### config.mk
export PLATFORM = sky130hd
export DESIGN_NAME = regular_polygon_vertex_generator
export DESIGN_NICKNAME = d
export VERILOG_FILES = /design/src/sv/rpvg_pkg.sv /design/src/sv/rpvg_dp.sv /design/src/sv/rpvg_ctrl.sv /design/src/sv/regular_polygon_vertex_generator.sv
export VERILOG_INCLUDE_DIRS = /design/src /design/src/sv
export SDC_FILE = /design/constraint.sdc
export NUM_CORES = 2
export LEC_CHECK = 0
export BUFFER_PORTS_ARGS = -buffer_cell sky130_fd_sc_hd__buf_2
export CORE_ASPECT_RATIO = 0.5
export CORE_UTILIZATION = 50
export CTS_CLUSTER_SIZE = 14
export DETAILED_ROUTE_END_ITERATION = 16
export GPL_TIMING_DRIVEN = 0
export PLACE_DENSITY = 0.68
export SYNTH_ARGS = -nofsm -noshare
export SYNTH_HDL_FRONTEND = slang
export SYNTH_SLANG_ARGS = --single-unit
### constraint.sdc
create_clock -name clk -period 10.1 [get_ports clk]
set_input_delay 0 -clock clk [delete_from_list [all_inputs] [get_ports clk]]
set_output_delay 0 -clock clk [all_outputs]
set_load 0.01 [all_outputs]
### src/sv/regular_polygon_vertex_generator_assert.svh
// Assertion macros for the regular polygon vertex generator.
// Needs signals clk and rst_n in the scope of each use.
`ifndef REGULAR_POLYGON_VERTEX_GENERATOR_ASSERT_SVH
`define REGULAR_POLYGON_VERTEX_GENERATOR_ASSERT_SVH
`ifndef NO_ASSERTIONS
`define RPVG_ASSERT(lbl, prop) \
  lbl: assert property (@(posedge clk) disable iff (!rst_n) prop) \
    else $error("rpvg assertion failed");
`define RPVG_ASSERT_ALWAYS(lbl, prop) \
  lbl: assert property (@(posedge clk) prop) \
    else $error("rpvg assertion failed");
`else
`define RPVG_ASSERT(lbl, prop)
`define RPVG_ASSERT_ALWAYS(lbl, prop)
`endif
`endif

### src/sv/rpvg_pkg.sv
// Shared types, constants and tables for the regular polygon vertex generator.
// No dependencies.
package rpvg_pkg;

  localparam int COORD_W  = 24;
  localparam int ANGLE_W  = 16;
  localparam int N_W      = 7;
  localparam int K_W      = 6;
  localparam int MAX_SIDES = 64;
  localparam int DP_W     = 36;
  localparam int Z_W      = 34;
  localparam int RAD_W    = 25;
  localparam int GUARD    = 8;
  localparam int STEP_W   = 5;
  localparam int DIV_STEPS = 17;
  localparam int CORDIC_STEPS = 16;
  localparam logic [29:0] INV_GAIN = 30'd652032874;

  localparam logic [2:0] ADDR_MODE  = 3'd0;
  localparam logic [2:0] ADDR_SIDES = 3'd4;

  typedef enum logic [3:0] {
    S_IDLE, S_PREP, S_DIV, S_VEC, S_MUL0, S_MUL1, S_MUL2,
    S_RAD, S_XLOAD, S_ROTI, S_ROT, S_EMIT
  } state_t;

  typedef struct packed {
    logic       load_in;
    logic       prep;
    logic       div_step;
    logic       vec_step;
    logic       mul0;
    logic       mul1;
    logic       mul2;
    logic       mul_pass;
    logic       rad_load;
    logic       x0_load;
    logic       rot_init;
    logic       rot_step;
    logic       advance;
    logic       load_out;
    logic [STEP_W-1:0] step;
  } cmd_t;

  function automatic logic [31:0] atan_turn(input logic [3:0] i);
    logic [31:0] r;
    case (i)
      4'd0:  r = 32'h20000000;
      4'd1:  r = 32'h12E4051E;
      4'd2:  r = 32'h09FB385B;
      4'd3:  r = 32'h051111D4;
      4'd4:  r = 32'h028B0D43;
      4'd5:  r = 32'h0145D7E1;
      4'd6:  r = 32'h00A2F61E;
      4'd7:  r = 32'h00517C55;
      4'd8:  r = 32'h0028BE53;
      4'd9:  r = 32'h00145F2F;
      4'd10: r = 32'h000A2F98;
      4'd11: r = 32'h000517CC;
      4'd12: r = 32'h00028BE6;
      4'd13: r = 32'h000145F3;
      4'd14: r = 32'h0000A2FA;
      4'd15: r = 32'h0000517D;
      default: r = 32'h0;
    endcase
    return r;
  endfunction

  function automatic logic [N_W-1:0] n_eff(input logic [N_W-1:0] sc);
    logic [N_W-1:0] r;
    if (sc == '0) r = N_W'(1);
    else if (sc > N_W'(MAX_SIDES)) r = N_W'(MAX_SIDES);
    else r = sc;
    return r;
  endfunction

endpackage

### src/sv/rpvg_dp.sv
// Datapath: centre, divider, CORDIC vectoring and rotation, gain multiplier.
// Depends on rpvg_pkg; driven by rpvg_ctrl commands.
module rpvg_dp (
  input  logic                                 clk,
  input  rpvg_pkg::cmd_t                       cmd,
  input  logic                                 center_mode,
  input  logic [rpvg_pkg::N_W-1:0]             n,
  input  logic signed [rpvg_pkg::COORD_W-1:0]  start_x,
  input  logic signed [rpvg_pkg::COORD_W-1:0]  start_y,
  input  logic signed [rpvg_pkg::COORD_W-1:0]  end_x,
  input  logic signed [rpvg_pkg::COORD_W-1:0]  end_y,
  output logic signed [rpvg_pkg::COORD_W-1:0]  vertex_x,
  output logic signed [rpvg_pkg::COORD_W-1:0]  vertex_y
);
  localparam int CW = rpvg_pkg::COORD_W;
  localparam int DW = rpvg_pkg::DP_W;
  localparam int ZW = rpvg_pkg::Z_W;
  localparam int NW = rpvg_pkg::N_W;

  logic signed [CW-1:0] cx_r, cy_r, ex_r, ey_r;
  logic signed [DW-1:0] x_r, y_r, x0_r;
  logic [31:0]          vz_r;
  logic signed [ZW-1:0] rz_r;
  logic                 zero_r, flip_r;
  logic [NW:0]          drem_r;
  logic [16:0]          dq_r;
  logic [16:0]          off_r;
  logic [NW-1:0]        orem_r;
  logic [47:0]          prod_r;
  logic [65:0]          acc_r;
  logic [rpvg_pkg::RAD_W-1:0] rad_r;
  logic [rpvg_pkg::ANGLE_W-1:0] ang_r;
  logic signed [CW-1:0] vx_r, vy_r;

  logic signed [CW:0]   sumx, sumy, dx, dy;
  logic signed [DW-1:0] dxs, dys, xsh, ysh;
  logic [31:0]          atn;
  logic [NW:0]          dtr;
  logic [DW-1:0]        mop;
  logic [DW-1:0]        mres;
  logic [DW:0]          rsum;
  logic [15:0]          a16;
  logic [31:0]          t0, t1;
  logic                 fold;
  logic signed [DW-1:0] fx, fy, rx, ry;
  logic signed [CW+4:0] px, py;
  logic [NW:0]          osum;
  logic signed [CW-1:0] satx, saty;

  function automatic logic signed [CW-1:0] sat(input logic signed [CW+4:0] v);
    logic signed [CW-1:0] r;
    if (v > $signed({{6{1'b0}}, {(CW-1){1'b1}}})) r = {1'b0, {(CW-1){1'b1}}};
    else if (v < $signed({{5{1'b1}}, 1'b1, {(CW-1){1'b0}}})) r = {1'b1, {(CW-1){1'b0}}};
    else r = v[CW-1:0];
    return r;
  endfunction

  always_comb begin
    sumx = ({start_x[CW-1], start_x} + {end_x[CW-1], end_x}) >>> 1;
    sumy = ({start_y[CW-1], start_y} + {end_y[CW-1], end_y}) >>> 1;
    dx   = {ex_r[CW-1], ex_r} - {cx_r[CW-1], cx_r};
    dy   = {ey_r[CW-1], ey_r} - {cy_r[CW-1], cy_r};
    dxs  = {{(DW-CW-1-rpvg_pkg::GUARD){dx[CW]}}, dx, {rpvg_pkg::GUARD{1'b0}}};
    dys  = {{(DW-CW-1-rpvg_pkg::GUARD){dy[CW]}}, dy, {rpvg_pkg::GUARD{1'b0}}};
    xsh  = x_r >>> cmd.step[3:0];
    ysh  = y_r >>> cmd.step[3:0];
    atn  = rpvg_pkg::atan_turn(cmd.step[3:0]);
    dtr  = {drem_r[NW-1:0], (cmd.step == '0)};
    if (cmd.mul_pass) mop = {{(DW-rpvg_pkg::RAD_W-rpvg_pkg::GUARD){1'b0}}, rad_r,
                             {rpvg_pkg::GUARD{1'b0}}};
    else if (x_r[DW-1]) mop = '0;
    else mop = x_r;
    mres = acc_r[65:30];
    rsum = {1'b0, mres} + (DW+1)'(128);
    a16  = ang_r - off_r[15:0];
    t0   = {a16, 16'h0};
    fold = t0[31] ^ t0[30];
    t1   = fold ? (t0 - 32'h80000000) : t0;
    fx   = flip_r ? -x_r : x_r;
    fy   = flip_r ? -y_r : y_r;
    rx   = (fx + DW'(128)) >>> rpvg_pkg::GUARD;
    ry   = (fy + DW'(128)) >>> rpvg_pkg::GUARD;
    px   = {{5{cx_r[CW-1]}}, cx_r} + rx[CW+4:0];
    py   = {{5{cy_r[CW-1]}}, cy_r} + ry[CW+4:0];
    satx = sat(px);
    saty = sat(py);
    osum = {1'b0, orem_r} + drem_r;
  end

  always_ff @(posedge clk) begin
    if (cmd.load_in) begin
      cx_r <= center_mode ? sumx[CW-1:0] : start_x;
      cy_r <= center_mode ? sumy[CW-1:0] : start_y;
      ex_r <= end_x;
      ey_r <= end_y;
    end
    if (cmd.prep) begin
      x_r    <= dx[CW] ? -dxs : dxs;
      y_r    <= dx[CW] ? -dys : dys;
      vz_r   <= dx[CW] ? 32'h80000000 : 32'h0;
      zero_r <= (dx == '0) && (dy == '0);
      drem_r <= '0;
      dq_r   <= '0;
      off_r  <= '0;
      orem_r <= n >> 1;
    end
    if (cmd.div_step) begin
      if (dtr >= {1'b0, n}) begin
        drem_r <= dtr - {1'b0, n};
        dq_r   <= {dq_r[15:0], 1'b1};
      end else begin
        drem_r <= dtr;
        dq_r   <= {dq_r[15:0], 1'b0};
      end
    end
    if (cmd.vec_step) begin
      if (!y_r[DW-1]) begin
        x_r <= x_r + ysh; y_r <= y_r - xsh; vz_r <= vz_r + atn;
      end else begin
        x_r <= x_r - ysh; y_r <= y_r + xsh; vz_r <= vz_r - atn;
      end
    end
    if (cmd.mul0) prod_r <= mop[17:0] * rpvg_pkg::INV_GAIN;
    if (cmd.mul1) begin
      acc_r  <= {18'h0, prod_r};
      prod_r <= mop[35:18] * rpvg_pkg::INV_GAIN;
    end
    if (cmd.mul2) acc_r <= acc_r + {prod_r, 18'h0};
    if (cmd.rad_load) begin
      if (zero_r) begin
        rad_r <= '0;
        ang_r <= '0;
      end else begin
        rad_r <= (|rsum[DW:rpvg_pkg::GUARD+rpvg_pkg::RAD_W]) ? '1 :
                 rsum[rpvg_pkg::GUARD+rpvg_pkg::RAD_W-1:rpvg_pkg::GUARD];
        ang_r <= 16'(({vz_r} + 32'h00008000) >> 16);
      end
    end
    if (cmd.x0_load) x0_r <= mres;
    if (cmd.rot_init) begin
      x_r    <= x0_r;
      y_r    <= '0;
      rz_r   <= {{(ZW-32){t1[31]}}, t1};
      flip_r <= fold;
    end
    if (cmd.rot_step) begin
      if (!rz_r[ZW-1]) begin
        x_r <= x_r - ysh; y_r <= y_r + xsh; rz_r <= rz_r - {2'b0, atn};
      end else begin
        x_r <= x_r + ysh; y_r <= y_r - xsh; rz_r <= rz_r + {2'b0, atn};
      end
    end
    if (cmd.advance) begin
      if (osum >= {1'b0, n}) begin
        orem_r <= NW'(osum - {1'b0, n});
        off_r  <= off_r + dq_r + 17'd1;
      end else begin
        orem_r <= osum[NW-1:0];
        off_r  <= off_r + dq_r;
      end
    end
    if (cmd.load_out) begin
      vx_r <= satx;
      vy_r <= saty;
    end
  end

  assign vertex_x = vx_r;
  assign vertex_y = vy_r;

endmodule

### src/sv/rpvg_ctrl.sv
// Controller state machine: sequences the datapath, counts vertices, owns
// the output handshake. Depends on rpvg_pkg and the assertion header.
`include "regular_polygon_vertex_generator_assert.svh"
module rpvg_ctrl (
  input  logic                          clk,
  input  logic                          rst_n,
  input  logic                          in_valid,
  output logic                          in_stall,
  output logic                          out_valid,
  input  logic                          out_stall,
  input  logic [rpvg_pkg::N_W-1:0]      n,
  output logic [rpvg_pkg::K_W-1:0]      vertex_index,
  output logic                          last,
  output rpvg_pkg::cmd_t                cmd
);
  localparam int SW = rpvg_pkg::STEP_W;
  localparam int KW = rpvg_pkg::K_W;

  rpvg_pkg::state_t state_r, state_nxt;
  logic [SW-1:0] step_r, step_nxt;
  logic          pass_r, pass_nxt;
  logic [KW-1:0] k_r, k_nxt;
  logic          out_valid_r, out_valid_nxt;
  logic [KW-1:0] idx_r;
  logic          last_r;
  logic          can_load, is_last;

  assign can_load = !out_valid_r || !out_stall;
  assign is_last  = ({1'b0, k_r} == (n - rpvg_pkg::N_W'(1)));

  always_comb begin
    state_nxt = state_r;
    step_nxt  = step_r;
    pass_nxt  = pass_r;
    k_nxt     = k_r;
    case (state_r)
      rpvg_pkg::S_IDLE:  if (in_valid) state_nxt = rpvg_pkg::S_PREP;
      rpvg_pkg::S_PREP: begin
        state_nxt = rpvg_pkg::S_DIV;
        step_nxt  = '0;
      end
      rpvg_pkg::S_DIV: begin
        if (step_r == SW'(rpvg_pkg::DIV_STEPS - 1)) begin
          state_nxt = rpvg_pkg::S_VEC;
          step_nxt  = '0;
        end else step_nxt = step_r + SW'(1);
      end
      rpvg_pkg::S_VEC: begin
        if (step_r == SW'(rpvg_pkg::CORDIC_STEPS - 1)) begin
          state_nxt = rpvg_pkg::S_MUL0;
          pass_nxt  = 1'b0;
        end else step_nxt = step_r + SW'(1);
      end
      rpvg_pkg::S_MUL0:  state_nxt = rpvg_pkg::S_MUL1;
      rpvg_pkg::S_MUL1:  state_nxt = rpvg_pkg::S_MUL2;
      rpvg_pkg::S_MUL2:  state_nxt = pass_r ? rpvg_pkg::S_XLOAD : rpvg_pkg::S_RAD;
      rpvg_pkg::S_RAD: begin
        state_nxt = rpvg_pkg::S_MUL0;
        pass_nxt  = 1'b1;
      end
      rpvg_pkg::S_XLOAD: begin
        state_nxt = rpvg_pkg::S_ROTI;
        k_nxt     = '0;
      end
      rpvg_pkg::S_ROTI: begin
        state_nxt = rpvg_pkg::S_ROT;
        step_nxt  = '0;
      end
      rpvg_pkg::S_ROT: begin
        if (step_r == SW'(rpvg_pkg::CORDIC_STEPS - 1)) state_nxt = rpvg_pkg::S_EMIT;
        else step_nxt = step_r + SW'(1);
      end
      rpvg_pkg::S_EMIT: begin
        if (can_load) begin
          if (is_last) state_nxt = rpvg_pkg::S_IDLE;
          else begin
            state_nxt = rpvg_pkg::S_ROTI;
            k_nxt     = k_r + KW'(1);
          end
        end
      end
      default: state_nxt = rpvg_pkg::S_IDLE;
    endcase
  end

  always_comb begin
    cmd          = '0;
    cmd.step     = step_r;
    cmd.mul_pass = pass_r;
    out_valid_nxt = out_valid_r && out_stall;
    case (state_r)
      rpvg_pkg::S_IDLE:  cmd.load_in  = in_valid;
      rpvg_pkg::S_PREP:  cmd.prep     = 1'b1;
      rpvg_pkg::S_DIV:   cmd.div_step = 1'b1;
      rpvg_pkg::S_VEC:   cmd.vec_step = 1'b1;
      rpvg_pkg::S_MUL0:  cmd.mul0     = 1'b1;
      rpvg_pkg::S_MUL1:  cmd.mul1     = 1'b1;
      rpvg_pkg::S_MUL2:  cmd.mul2     = 1'b1;
      rpvg_pkg::S_RAD:   cmd.rad_load = 1'b1;
      rpvg_pkg::S_XLOAD: cmd.x0_load  = 1'b1;
      rpvg_pkg::S_ROTI:  cmd.rot_init = 1'b1;
      rpvg_pkg::S_ROT:   cmd.rot_step = 1'b1;
      rpvg_pkg::S_EMIT: begin
        cmd.load_out  = can_load;
        cmd.advance   = can_load && !is_last;
        if (can_load) out_valid_nxt = 1'b1;
      end
      default: cmd = '0;
    endcase
  end

  always_ff @(posedge clk) begin
    if (!rst_n) begin
      state_r     <= rpvg_pkg::S_IDLE;
      step_r      <= '0;
      pass_r      <= 1'b0;
      k_r         <= '0;
      out_valid_r <= 1'b0;
    end else begin
      state_r     <= state_nxt;
      step_r      <= step_nxt;
      pass_r      <= pass_nxt;
      k_r         <= k_nxt;
      out_valid_r <= out_valid_nxt;
    end
  end

  always_ff @(posedge clk) begin
    if (cmd.load_out) begin
      idx_r  <= k_r;
      last_r <= is_last;
    end
  end

  assign in_stall     = (state_r != rpvg_pkg::S_IDLE);
  assign out_valid    = out_valid_r;
  assign vertex_index = idx_r;
  assign last         = last_r;

  `RPVG_ASSERT(a_rot_to_emit, (state_r == rpvg_pkg::S_ROT) && (step_r == SW'(rpvg_pkg::CORDIC_STEPS - 1)) |=> (state_r == rpvg_pkg::S_EMIT))
  `RPVG_ASSERT(a_last_ends, cmd.load_out && is_last |=> (state_r == rpvg_pkg::S_IDLE) && last_r)
  `RPVG_ASSERT(a_load_frees, cmd.load_out |-> (!out_valid_r || !out_stall))
  `RPVG_ASSERT_ALWAYS(a_reset_idle, !rst_n |=> (state_r == rpvg_pkg::S_IDLE) && !out_valid_r)

endmodule

### src/sv/regular_polygon_vertex_generator.sv
// Top level of the regular polygon vertex generator: APB registers,
// controller and datapath. Depends on rpvg_pkg, rpvg_ctrl, rpvg_dp.
//
//   port group  dir  handshake          payload
//   in_*        in   in_valid/in_stall  start_x start_y end_x end_y
//   out_*       out  out_valid/out_stall vertex_x vertex_y vertex_index last
//   apb         in   psel/penable/pready center_mode (0x0), side_count (0x4)
//
// Each item runs a setup (17-step divider for the angle step, 16-step CORDIC
// vectoring, two gain multiplications) and then one rotation per vertex in
// the shared CORDIC rotator, with up to 64 vertices per item.
// Reset clears control state and restores center_mode 1, side_count 6.
// A stalled output holds its vertex; the next vertex waits until it is taken.
module regular_polygon_vertex_generator (
  input  logic                                 clk,
  input  logic                                 rst_n,
  input  logic                                 in_valid,
  output logic                                 in_stall,
  input  logic signed [rpvg_pkg::COORD_W-1:0]  in_start_x,
  input  logic signed [rpvg_pkg::COORD_W-1:0]  in_start_y,
  input  logic signed [rpvg_pkg::COORD_W-1:0]  in_end_x,
  input  logic signed [rpvg_pkg::COORD_W-1:0]  in_end_y,
  output logic                                 out_valid,
  input  logic                                 out_stall,
  output logic signed [rpvg_pkg::COORD_W-1:0]  out_vertex_x,
  output logic signed [rpvg_pkg::COORD_W-1:0]  out_vertex_y,
  output logic [rpvg_pkg::K_W-1:0]             out_vertex_index,
  output logic                                 out_last,
  input  logic                                 psel,
  input  logic                                 penable,
  input  logic                                 pwrite,
  input  logic [2:0]                           paddr,
  input  logic [31:0]                          pwdata,
  output logic [31:0]                          prdata,
  output logic                                 pready
);
  logic                       mode_r;
  logic [rpvg_pkg::N_W-1:0]   sides_r;
  logic [rpvg_pkg::N_W-1:0]   n;
  rpvg_pkg::cmd_t             cmd;

  assign pready = 1'b1;

  always_ff @(posedge clk) begin
    if (!rst_n) begin
      mode_r  <= 1'b1;
      sides_r <= rpvg_pkg::N_W'(6);
    end else if (psel && penable && pwrite) begin
      if (paddr[2]) sides_r <= pwdata[rpvg_pkg::N_W-1:0];
      else mode_r <= pwdata[0];
    end
  end

  always_comb begin
    case (paddr)
      rpvg_pkg::ADDR_MODE:  prdata = {31'h0, mode_r};
      rpvg_pkg::ADDR_SIDES: prdata = {{(32-rpvg_pkg::N_W){1'b0}}, sides_r};
      default:              prdata = '0;
    endcase
  end

  assign n = rpvg_pkg::n_eff(sides_r);

  rpvg_ctrl u_ctrl (
    .clk          (clk),
    .rst_n        (rst_n),
    .in_valid     (in_valid),
    .in_stall     (in_stall),
    .out_valid    (out_valid),
    .out_stall    (out_stall),
    .n            (n),
    .vertex_index (out_vertex_index),
    .last         (out_last),
    .cmd          (cmd)
  );

  rpvg_dp u_dp (
    .clk         (clk),
    .cmd         (cmd),
    .center_mode (mode_r),
    .n           (n),
    .start_x     (in_start_x),
    .start_y     (in_start_y),
    .end_x       (in_end_x),
    .end_y       (in_end_y),
    .vertex_x    (out_vertex_x),
    .vertex_y    (out_vertex_y)
  );

endmodule

## After elaboration in Yosys (flattened, before gate mapping)

Memory sizes are Yosys's and may differ from the RTL's.
Cells that the tools add are included.

| operators by class | value |
|---|---|
| divide/modulo/power cells | 0 |
| bitwise gates (word level) | 2 |
| $add $sub $neg | 33 |
| reductions and logical operators | 36 |
| shifts and indexed selects | 2 |
| muxes and demuxes | 81 |
| magnitude comparators | 7 |
| equality and inequality tests | 22 |
| multiply operators | 2 |

Operators with widths:

| kind | count |
|---|---|
| 36-bit 2-to-1 mux | 16 |
| 32-bit 2-to-1 mux | 5 |
| 66-bit 2-to-1 mux | 2 |
| 34-bit 2-to-1 mux | 3 |
| 24-bit 2-to-1 mux | 4 |
| 48-bit 2-to-1 mux | 2 |
| 18-bit by 29-bit multiplier with 47-bit output (second input constant) | 2 |
| 36-bit adder | 2 |
| 36-bit by 9-bit adder with 36-bit output (second input constant) | 2 |
| 33-bit negation with 36-bit output | 2 |
| 36-bit negation | 2 |
| 36-bit by 4-bit >>> shifter with 36-bit output | 2 |
| 36-bit subtractor | 2 |
| 35-bit 2-to-1 mux | 2 |
| 17-bit 2-to-1 mux | 4 |
| 66-bit adder | 1 |
| 24-bit by 28-bit adder with 29-bit output | 2 |
| 29-bit by 24-bit > comparator with 1-bit output (second input constant) | 2 |
| 29-bit by 24-bit less-than comparator with 1-bit output (second input constant) | 2 |
| 24-bit by 24-bit adder with 25-bit output | 2 |
| 25-bit logical NOT | 2 |
| 24-bit by 24-bit subtractor with 25-bit output | 2 |
| 4-bit one-hot mux with 12 select lines | 1 |
| 36-bit by 8-bit adder with 37-bit output (second input constant) | 1 |
| other kinds (57) | 118 |

| storage, ports and cells | value |
|---|---|
| logic and storage cells | 216 |
| output and inout port bits | 90 |
| latch bits | 0 |
| memory bits (writable) | 0 |
| memories | 1 |
| register bits | 555 |
| bits in read-only memories | 480 |

Memories:

| memory | depth | width | read ports | clocked after Yosys merged registers in | write ports | RTL line | text |
|---|---|---|---|---|---|---|---|
| (name not given) | 16 | 30 | 1 | 0 | 0 | rpvg_pkg.sv:47 | `case (i)` |

## Depth between registers and ports, before layout

| depth | value |
|---|---|
| word-level depth | 9 |
| gate-level depth with buffers | 35 |
| mapped depth without buffers | 31 |

## By module

From an unflattened synthesis, not the netlist that was laid out.

| unflattened totals | value |
|---|---|
| cell total of the unflattened synthesis | 8221 |
| area total of the unflattened synthesis | 71737.6 um^2 |

Modules (own cells, without submodules):

| module | area each (um^2) | cells an instance | instances |
|---|---|---|---|
| rpvg_dp | 69470.4 | 7959 | 1 |
| rpvg_ctrl | 1589.0 | 180 | 1 |
| regular_polygon_vertex_generator | 678.2 | 82 | 1 |

## Least setup slack after synthesis

Ideal clock, no wire load.

| path | value |
|---|---|
| kind | register -> register |
| start point | register u_ctrl.state_r[3] |
| end point | register u_dp.prod_r[47], data pin |
| cell stages (with the launch flop) | 31 |
| slack | 1.746 ns |
| library setup time | 0.275 ns |
| period minus slack after synthesis | 8.354 ns |
| path buffers | 5 |
| arrival | 8.079 ns |
| cells stage by stage | dfxtp_1 -> clkbuf_1 -> nand2_1 -> clkbuf_1 -> and2_1 -> clkbuf_1 -> buf_1 -> clkbuf_1 -> o31ai_1 -> ha_1 -> inv_1 -> fa_1 -> fa_1 -> inv_1 -> fa_1 -> fa_1 -> inv_1 -> fa_1 -> inv_1 -> ha_1 -> and3_1 -> or3b_2 -> a211oi_1 -> o2111ai_1 -> o2111ai_1 -> a31oi_1 -> o211ai_1 -> a21oi_1 -> o21ai_0 -> xnor2_1 -> a22oi_1 |

| between the ends | value |
|---|---|
| cells in the longest elaborated chain, start to end | 7 |
| elaborated cells on any way between the ends | 20 |

Ends and longest elaborated chain:

| what | RTL line | text |
|---|---|---|
| start: declaration | rpvg_ctrl.sv:19 | `rpvg_pkg::state_t state_r, state_nxt;` |
| start signal: assignment | rpvg_ctrl.sv:114 | `state_r <= rpvg_pkg::S_IDLE;` |
| start signal: assignment | rpvg_ctrl.sv:120 | `state_r <= state_nxt;` |
| 4-bit by 1-bit == test with 1-bit output (tied with other cells) | rpvg_ctrl.sv:91 | `case (state_r)` |
| 12-bit OR reduction (no line) | -- |  |
| 1-bit 2-to-1 mux | rpvg_ctrl.sv:91 |  |
| 35-bit 2-to-1 mux | rpvg_dp.sv:69 | `if (cmd.mul_pass) mop = {{(DW-rpvg_pkg::RAD_W-rpvg_pkg::GUARD){1'b0}}, rad_r,` |
| 18-bit by 29-bit multiplier with 47-bit output | rpvg_dp.sv:123 | `if (cmd.mul0) prod_r <= mop[17:0] * rpvg_pkg::INV_GAIN;` |
| 48-bit 2-to-1 mux | rpvg_dp.sv:123 |  |
| 48-bit 2-to-1 mux * | rpvg_dp.sv:124 | `if (cmd.mul1) begin` |
| end signal: assignment | rpvg_dp.sv:123 |  |
| end signal: assignment | rpvg_dp.sv:126 | `prod_r <= mop[35:18] * rpvg_pkg::INV_GAIN;` |
| end: declaration | rpvg_dp.sv:29 | `logic [47:0] prod_r;` |

Every way passes the cells marked *; elsewhere a longest branch is shown, timed or not. The select of a mux whose other input is x is not followed.
A chain may end at the register's enable or synchronous reset.

## Worst setup path after layout

| path | value |
|---|---|
| start point | register u_ctrl.state_r[2] |
| end point | register u_dp.prod_r[41], data pin |

Same word-level chain as after synthesis.

==> results.md <==
- Synth cell types: between 100 and 150
- Most common cell in the netlist: inv_1
- Clock Skew: around 0.062 ns
- Core Rows: a little under 100
- RSZ-0062 raised after global routing: true
- CTS Sinks: approximately 530
- Critical path class: register to register
- DRT Pass-1 Iters: 6
- Post-synth EDFFs: a little over 500
- Post CTS Setup Buffer Count: 0
- Largest net degree at the start of global routing: 67
- Area of the multi-input gates: 0.0506 mm2
- Tcrit/Tclk final: 95.7%
- Fin nets: around 10k
- Largest area contributor in the netlist: edfxtp_1
- Initial antenna violation count: 10
- Number of CTS-inserted buffers: about 60
- TritonCTS clock tree: yes
- Yosys top cell area share: about a fifth
- P&R area growth vs syn: 9.94%
- Worst rel slew slack: -1.31%
- Chip height: between 200 and 300 um
- Hold crit path type: input port to register
- Setup crit start kind: register
- Synthesized instance count: slightly above 8k
- Die area: 0.145 mm2
- Highest Clock Rate: between 100 and 150 MHz
- CP Data Arrival Time: about 10 ns
- Remaining DRCs: 0
- Setup TNS: 0 ns
- Fraction of final layout cells sized beyond drive strength 1: ~5.8%
- Sequential fraction of the synthesis area: between 20 and 25%
- Yosys warns: 0
- Io pins: roughly 230
- Failing checks: max-capacitance violations, max-slew violations
- Mapped Area: 0.0716 mm2
- DP HPWL: about 210 mm
- First-pass GRT wire length: 380 mm
- Ys flop type: edfxtp_1
- Area contributors post-synth: edfxtp_1 21%, ha_1 14%, fa_1 12%
- Clock Tree Buf Depth: 3
- CP max FO: 13
- Register area: between 0.015 and 0.02 mm2
- ANT nets after route: 0
- Vias in the first global route: ~60k
- Core area: ~0.14 mm2
- Post-synth ARST share: 0%
- Max_cap viols: 2
- Tightest Pin Transition: 1.52 ns
- Fillcell total: 13.0k
- Skew-Pair Late Insertion Delay: 0.72 ns
- DR vias: around 64k
- Crit end category: register
- Htree depth: 2
- Outcome: finished with violations
- GRT overflow: 0
- Root Driver: clkbuf_16
- Synthesis-stage register bit count: around 530
- PortBufs: ~180
- Die Wd: approximately 540 um
- Initial cell density of the core: between 50% and 60%
- Top post-synthesis cells by count: 1042 x inv_1, 800 x ha_1, 646 x nor2_1
- Min Tclk post-route: ~9.7 ns
- Final Wtd Congestion: about 1.1
- Avg Inst Size Synth: roughly 8.6 um2
- Clk slew on worst S/H paths: around 0.070 ns
- Final setup fails: 0
- WL/cell: about 24 um
- Final slew viol count: 22
- GRT Resource Usage Total: a little over a third
- 1st-iter DRT viols: ~7.3k
- Vias/cell: just over 6
- Routed WL: ~260 mm
- Final Hold Fails: 0
- Worst endpoint required time: approximately 11 ns
critical path, stage by stage (launching register included):
cell	delay (ns)
dfxtp_1	0.30
buf_2	0.20
nand2_4	0.26
and2_2	0.39
buf_2	0.35
buf_1	0.40
o21a_1	0.60
inv_1	0.29
ha_1	0.50
inv_1	0.19
fa_1	0.67
fa_1	0.47
fa_1	0.47
fa_1	0.55
inv_1	0.06
fa_1	0.43
ha_1	0.38
a21o_1	0.20
a21o_1	0.17
a211oi_1	0.22
a21boi_1	0.42
o21ai_0	0.24
o21ai_1	0.36
o31ai_1	0.25
a221oi_1	0.33
o21bai_1	0.11
xnor2_1	0.39
mux2i_1	0.13
placed cells by master (no fill, tap or decap), types with 190 or more instances in the layout:
master    count
inv_1      1040
ha_1        798
nor2_1      642
a21oi_1     631
nand2_1     564
edfxtp_1    509
o21ai_0     416
fa_1        416
xnor2_1     384
a21o_1      255
clkbuf_1    247
mux2i_1     233
xor2_1      224
buf_2       190
final cells by class:
type / count / area share, %
inverters: 1046 / 5.00
diodes: 10 / 0.0318
multi-input cells: 6387 / 64.4
clock buffers: 74 / 1.95
well taps: 1881 / 2.99
flip-flops and latches: 534 / 20.1
plain buffers: 338 / 1.80
clock inverters: 32 / 0.499
repair buffers: 336 / 3.31
per-stage QoR:
| step | setup slack (ns) | cell area, um2 | util (%) | hold WS [ns] | instances |
|---|---|---|---|---|---|
| after global placement | -1.77 | 74900 | 53.1 | 0.194 | 10400 |
| final | 0.434 | 78700 | 55.8 | 0.0441 | 10600 |
| after global routing | -0.0293 | 78600 | 55.8 | 0.0324 | 10600 |
| after CTS | 0.0302 | 78600 | 55.7 | 0.0109 | 10600 |
| after floorplan | 1.75 | 71600 | - | 0.0466 | 8308 |
| after detailed placement | -1.03 | 75300 | 53.4 | 0.199 | 10400 |
routing by layer:
metal	routed length, um	track usage, %	share of wire (%)	up-vias
met5	27	0	0.010	-
met3	26500	7.42	10	430
met1	115000	50.5	45	31000
li1	-	-	-	29900
met2	107000	51.6	42	2967
met4	9260	11.4	3.6	4
cells by family (layout without fill, tap and decap cells):
group / Yosys count / in the layout / share of synthesized area [%]
flops: 534 / 534 / 22.1
xor+xnor: 608 / 608 / 7.44
fa+ha+maj: 1218 / 1218 / 25.7
compound gates: 2120 / 2120 / 18.9
other cells: 2 / 36 / 0.0105
mux: 289 / 289 / 4.16
simple gates: 2126 / 2126 / 14.3
buf+inv: 1387 / 1826 / 7.46
sequential cells by signal, summed over array words and instances (netlist names), 5 cells and up:
register             cells
u_dp.ang_r              16
u_dp.x_r                36
u_dp.off_r              16
u_ctrl.step_r            5
sides_r                  7
u_dp.rz_r               34
u_dp.drem_r              8
u_dp.cx_r               24
u_dp.prod_r             47
u_dp.rad_r              25
u_dp.x0_r               36
u_dp.vertex_x           24
u_dp.vz_r               32
u_dp.y_r                36
u_dp.cy_r               24
u_dp.acc_r              47
u_dp.orem_r              7
u_dp.ey_r               24
u_ctrl.k_r               6
u_dp.vertex_y           24
u_dp.ex_r               24
u_ctrl.vertex_index      6
u_dp.dq_r               16
path summary, 6_finish.rpt:
check	start	to	slack, ns	cells after the start
max	u_ctrl.state_r[2]$_SDFFE_PN0P_	u_dp.prod_r[41]$_DFFE_PP_	0.43	27
min	in_end_x[9]	u_dp.ex_r[9]$_DFFE_PP_	0.04	2
max reg2reg	u_ctrl.state_r[2]$_SDFFE_PN0P_	u_dp.prod_r[41]$_DFFE_PP_	0.43	27
min reg2reg	u_ctrl.k_r[2]$_SDFFE_PN0P_	u_ctrl.vertex_index[2]$_DFFE_PP_	0.43	0
what timing repair did:
action                                  4_1_cts  5_1_grt
hold buffers                                140        0
hold endpoints to repair                    181        0
endpoints found under the setup margin       18        9
resized for setup                             7       12
Power is not shown: default switching activity piles up to over one toggle a cycle in this logic, so the estimate is an artifact.
